<file path="config.mk">
export PLATFORM = sky130hd
export DESIGN_NAME = msf_divider
export DESIGN_NICKNAME = d
export VERILOG_FILES = /design/src/hw/rtl/msf_pkg.sv /design/src/hw/rtl/msf_divider.sv
export SDC_FILE = /design/constraint.sdc
export NUM_CORES = 1
export LEC_CHECK = 0
export ABC_AREA = 1
export BUFFER_PORTS_ARGS = -buffer_cell sky130_fd_sc_hd__buf_4
export CORE_UTILIZATION = 40
export DETAILED_ROUTE_END_ITERATION = 10
export PLACE_DENSITY = 0.7
export SLEW_MARGIN = 10
export SYNTH_ARGS = -nofsm -noshare
export SYNTH_HDL_FRONTEND = slang
export SYNTH_SLANG_ARGS = --single-unit
</file>
<file path="constraint.sdc">
create_clock -name clk_i -period 2.1 [get_ports clk_i]
set_clock_uncertainty 0.1 [all_clocks]
set_input_delay 0.42 -clock clk_i [delete_from_list [all_inputs] [get_ports clk_i]]
set_output_delay 0.42 -clock clk_i [all_outputs]
set_load 0.01 [all_outputs]
</file>
<file path="src/hw/rtl/msf_pkg.sv">
// ----------------------------------------------------------------------------
// msf_pkg
// Shared types and constants of the multichannel sensor smoothing filter.
// ----------------------------------------------------------------------------
package msf_pkg;

  // Sizing
  localparam int NUM_CHANNELS = 16;
  localparam int MAX_WINDOW   = 32;
  localparam int SAMPLE_BITS  = 16;

  localparam int CH_W     = 4;                     // channel index
  localparam int SLOT_W   = 5;                     // ring slot within a window
  localparam int CNT_W    = 6;                     // held count, 0..MAX_WINDOW
  localparam int SUM_W    = 22;                    // running sum of a window
  localparam int SMOOTH_W = 32;                    // Q16.16 estimate
  localparam int WEIGHT_W = 17;                    // Q1.16 weight, 0..1.0
  localparam int HIST_AW  = CH_W + SLOT_W;         // history address
  localparam int STEP_W   = $clog2(SUM_W + 1);     // divider step counter

  // Q1.16 constants
  localparam logic [WEIGHT_W-1:0] ONE_Q16  = 17'h10000;
  localparam logic [WEIGHT_W-1:0] HALF_Q16 = 17'h08000;

  // Register indexes
  localparam logic [1:0] CFG_FILTER_MODE      = 2'd0;
  localparam logic [1:0] CFG_WINDOW_LENGTH    = 2'd1;
  localparam logic [1:0] CFG_SMOOTHING_WEIGHT = 2'd2;

  // Field codes
  localparam logic MODE_MOVING_AVG = 1'b0;
  localparam logic MODE_EXP_SMOOTH = 1'b1;
  localparam logic KIND_SAMPLE     = 1'b0;
  localparam logic KIND_CLEAR_ALL  = 1'b1;

  // Sequencer states
  typedef enum logic [3:0] {
    ST_IDLE,
    ST_READ,
    ST_SUM,
    ST_DIV_WAIT,
    ST_MUL_NEW,
    ST_MUL_OLD,
    ST_ACC,
    ST_EXP,
    ST_OUT
  } msf_state_e;

  // Divider request and status
  typedef struct packed {
    logic                    start;
    logic signed [SUM_W-1:0] dividend;
    logic [CNT_W-1:0]        divisor;
  } div_req_t;

  typedef struct packed {
    logic busy;
    logic done;
  } div_status_t;

endpackage

</file>
<file path="src/hw/rtl/msf_divider.sv">
// ----------------------------------------------------------------------------
// msf_divider
// Serial restoring divider: signed running sum by an unsigned held count,
// one quotient bit a cycle, quotient truncated toward zero.
// ----------------------------------------------------------------------------
module msf_divider import msf_pkg::*; (
  input  logic                    clk_i,
  input  logic                    rst_ni,
  input  div_req_t                req_i,
  output div_status_t             status_o,
  output logic signed [SUM_W-1:0] quotient_o
);

  logic              busy_q, done_q;
  logic [STEP_W-1:0] step_q;
  logic [CNT_W-1:0]  rem_q;
  logic [SUM_W-1:0]  quo_q;
  logic [CNT_W-1:0]  dvs_q;
  logic              neg_q;

  logic [CNT_W:0]    rem_shift;
  logic              fits;
  logic [CNT_W:0]    rem_sub;
  logic [SUM_W-1:0]  magnitude;

  // One restoring step
  assign rem_shift = {rem_q, quo_q[SUM_W-1]};
  assign fits      = rem_shift >= {1'b0, dvs_q};
  assign rem_sub   = fits ? (rem_shift - {1'b0, dvs_q}) : rem_shift;
  assign magnitude = req_i.dividend[SUM_W-1] ? (~req_i.dividend + 1'b1) : req_i.dividend;

  // Control
  always_ff @(posedge clk_i or negedge rst_ni) begin
    if (!rst_ni) begin
      busy_q <= 1'b0;
      done_q <= 1'b0;
      step_q <= '0;
    end else begin
      done_q <= 1'b0;
      if (req_i.start) begin
        busy_q <= 1'b1;
        step_q <= STEP_W'(SUM_W);
      end else if (busy_q) begin
        step_q <= step_q - 1'b1;
        if (step_q == STEP_W'(1)) begin
          busy_q <= 1'b0;
          done_q <= 1'b1;
        end
      end
    end
  end

  // Datapath: shift the dividend out, the quotient in
  always_ff @(posedge clk_i) begin
    if (req_i.start) begin
      rem_q <= '0;
      quo_q <= magnitude;
      dvs_q <= req_i.divisor;
      neg_q <= req_i.dividend[SUM_W-1];
    end else if (busy_q) begin
      rem_q <= rem_sub[CNT_W-1:0];
      quo_q <= {quo_q[SUM_W-2:0], fits};
    end
  end

  assign quotient_o    = neg_q ? $signed(~quo_q + 1'b1) : $signed(quo_q);
  assign status_o.busy = busy_q;
  assign status_o.done = done_q;

endmodule

</file>
==> run metrics <==
outcome finished, violations left; failing checks setup timing; # port buffers 54; global-route wire length before repair 13.7 mm; Area Growth Syn to Fin 31.2%; min cycle time layout 2.31 ns; kind of start point of the critical path flip-flop; final hold viol count 0; starting utilization of the core area 41.9%; Synth Warn # 0; count of flip-flops with a built-in enable after synthesis 29; layout net count 596; Fin Setup TNS -1.65 ns; Die X 92.7 µm; Overflow after GRT 0; Die Y-Extent 92.7 µm; gpl congestion 0.832; critical path class reg2out; worst path arrival time 1.79 ns; flip-flop and latch count after synthesis between 40 and 50; post-synthesis sequential area ratio 35.5%; fraction of the mapped netlist area in adder cells 4.80%; Antenna Cells 0; clock tree from TritonCTS done; die footprint 0.00858 mm²; via count of the first global-routing pass between 2000 and 3000; maximum frequency from static timing analysis 433 MHz; setup repair after global routing missed its margin true; top flip-flop cell by instance count after synthesis sky130_fd_sc_hd__edfxtp_1; xor/xnor cell area share of the yosys netlist 6.93%; clock latency reported for the late side of the worst-skew pair 0.29 ns; post-route DRC violation count 0; remaining antenna violation count after routing 0; cell breakdown of the critical path inv_2, buf_4, nand3_4, nor2_4, nand2_2, o21ai_2, xor2_1, buf_4; biggest cell delay along the critical path 0.40 ns; Std-Cell Core Area 0.00785 mm²; simple logic cell fraction of the synthesized area 35.6%; most frequent cells in the layout sky130_fd_sc_hd__nand2_1, sky130_fd_sc_hd__buf_4, sky130_fd_sc_hd__inv_1, sky130_fd_sc_hd__nor2_1, sky130_fd_sc_hd__nand3_1; clock transition at the registers of the reported paths 0.08 ns; Clock Tree Root sky130_fd_sc_hd__clkbuf_8; Critical Path RT 1.58 ns; post-route non-filler standard cell count 656; commonest non-fill, non-tap cell in the layout sky130_fd_sc_hd__nand2_1; number of pins with negative max-slew slack in the final report 0; number of placed instances with taps included roughly 620; first-pass iteration count of the detailed router 5; Leak around 0.0021 µW; maximum clock insertion buffer count 2; family with the most delay on the worst path flip-flops; TritonCTS Buffers 5; compound-cell area share of the yosys netlist 8.18%; worst vdd ir 270 µV; Power Density 786 mW/mm²; final worst slack -0.212 ns; number of sinks on the clock net 42; crit path max-delay cell type sky130_fd_sc_hd__edfxtp_1; proportion of synthesized flip-flops having asynchronous set or reset between 10% and 20%; fraction of layout instances using a drive strength above 1 27.8%; Post-DP Area 0.00384 mm²; overall routed net length approximately 8.5 mm; initial detailed-routing violation count 150; Setup violations, final 15; htree depth 2; syn_nets 507; worst slew slack as a fraction of its limit 65.1%; final design area excluding fillers 0.00431 mm²; Post-Syn Area 0.00329 mm²; DR vias/cell 5.05; floorplan row count 32; post-DR wirelength/cell 13.0 µm; Period Utilization, post-route 110%; main combinational cell family by area after synthesis simple AND/OR/NAND/NOR gates; maximum number of pins on one net before global-route repair 24; Worst setup EP type primary output; placed wire-length estimate after detailed placement 6.10 mm; number of instances in the synthesized netlist between 400 and 500; share of synthesized area spent on multiplexers 0%; top-level port count 55; dominant cell type by count on the critical path sky130_fd_sc_hd__buf_4; aggregate global-route resource usage 20.0%; maximum fanout count along the critical path 5; Hold WC Path Type in2reg; buffering stage count on the worst path with inverters included 3; max-cap viol count 0; mean post-synth cell area roughly 7 µm²; worst slew pin tran 0.522 ns; number of antenna violations at the first check in global routing 0; synth unique cells 34; DR vias approximately 3300
[per-layer routing]
metal	share of wire, %	global-route usage (%)
met1	45	27.1
met2	47	32.2
met3	5.8	3.37
met4	2.4	7.31
met5	0	0
[worst register-to-register path, cell delays in order (launching register included)]
cell and delay, ns:
sky130_fd_sc_hd__edfxtp_1 0.33, sky130_fd_sc_hd__inv_1 0.09, sky130_fd_sc_hd__ha_1 0.22, sky130_fd_sc_hd__fa_1 0.41, sky130_fd_sc_hd__nand3b_1 0.20, sky130_fd_sc_hd__nand3_1 0.09
sky130_fd_sc_hd__nand2_1 0.06, sky130_fd_sc_hd__nand2_1 0.07, sky130_fd_sc_hd__nand2_1 0.06, sky130_fd_sc_hd__nand3_1 0.06, sky130_fd_sc_hd__o21ai_1 0.06
[state kept, by name, indices dropped and copies added, names as in the netlist]
register  cells
neg_q         1
step_q        5
quo_q        22
done_q        1
dvs_q         6
rem_q         6
busy_q        1
[per-stage QoR]
stage	hold WS, ns	util (%)	power [µW]	setup slack, ns
global route	0.180	54.9	3630	-0.271
CTS	0.189	52.2	3240	-0.164
detailed placement	0.140	49.0	2550	0.0502
floorplan	0.0244	-	2090	0.208
finish	0.197	54.9	3390	-0.212
global placement	0.140	49.0	2510	0.0910
[final timing paths]
path                                       startpoint                    end  slack, ns  cells past startpoint
worst max-delay path               quo_q[0]$_DFFE_PP_         quotient_o[21]      -0.21                      8
worst min-delay path                         req_i[5]     dvs_q[5]$_DFFE_PP_       0.20                      1
worst max register to register    quo_q[21]$_DFFE_PP_  rem_q[4]$_SDFFE_PP0P_       0.25                     10
worst min register to register  rem_q[1]$_SDFFE_PP0P_  rem_q[1]$_SDFFE_PP0P_       0.38                      2
max in group asynchronous                      rst_ni  step_q[1]$_DFFE_PN0P_       1.41                      2
min in group asynchronous                      rst_ni       done_q$_DFF_PN0_       0.37                      2
[where the power goes]
| group | switching [µW] | internal [µW] | leakage (µW) |
|---|---|---|---|
| Sequential | 125 | 1030 | 0.000438 |
| Clock | 269 | 340 | 0.0000566 |
| Combinational | 904 | 715 | 0.00157 |
[cell usage after synthesis (all sizes together), types with 3 or more instances]
library cell / count / area [µm²]
ha: 11 / 138
edfxtp: 29 / 871
a21oi: 5 / 25.0
dfrtp: 7 / 175
or2: 3 / 18.8
nand3b: 4 / 30.0
xnor2: 7 / 61.3
nor2: 65 / 274
buf: 10 / 62.6
nand2: 136 / 538
nand4: 8 / 50.1
dfxtp: 6 / 120
nand3: 47 / 250
inv: 59 / 221
xor2: 19 / 166
o21ai: 38 / 209
[cell type report]
class / instances / area [µm²]
Inverter: 60 / 225
Sequential cell: 42 / 1170
Clock buffer: 8 / 111
Timing Repair Buffer: 94 / 728
Multi-Input combinational cell: 350 / 1950
Tap cell: 102 / 128
Fill cell: 738 / 3540
[cell families (layout without fill, tap and decap cells)]
family | after synthesis | count (layout)
AND/OR/NAND/NOR | 264 | 264
buffers and inverters | 72 | 162
AO/OA/AOI/OAI | 48 | 48
flip-flops | 42 | 42
XOR/XNOR | 26 | 26
adder cells (fa/ha/maj) | 12 | 12
[what timing repair did]
action / in CTS / in global routing
resized for setup: 20 / 22
pin swaps: 8 / 12
gates cloned: 0 / 0
setup endpoints to repair: 17 / 20
hold endpoints to repair: 7 / 0
buffers inserted: 9 / 19
hold buffers: 1 / 0
(Power assumes the default switching activity.)
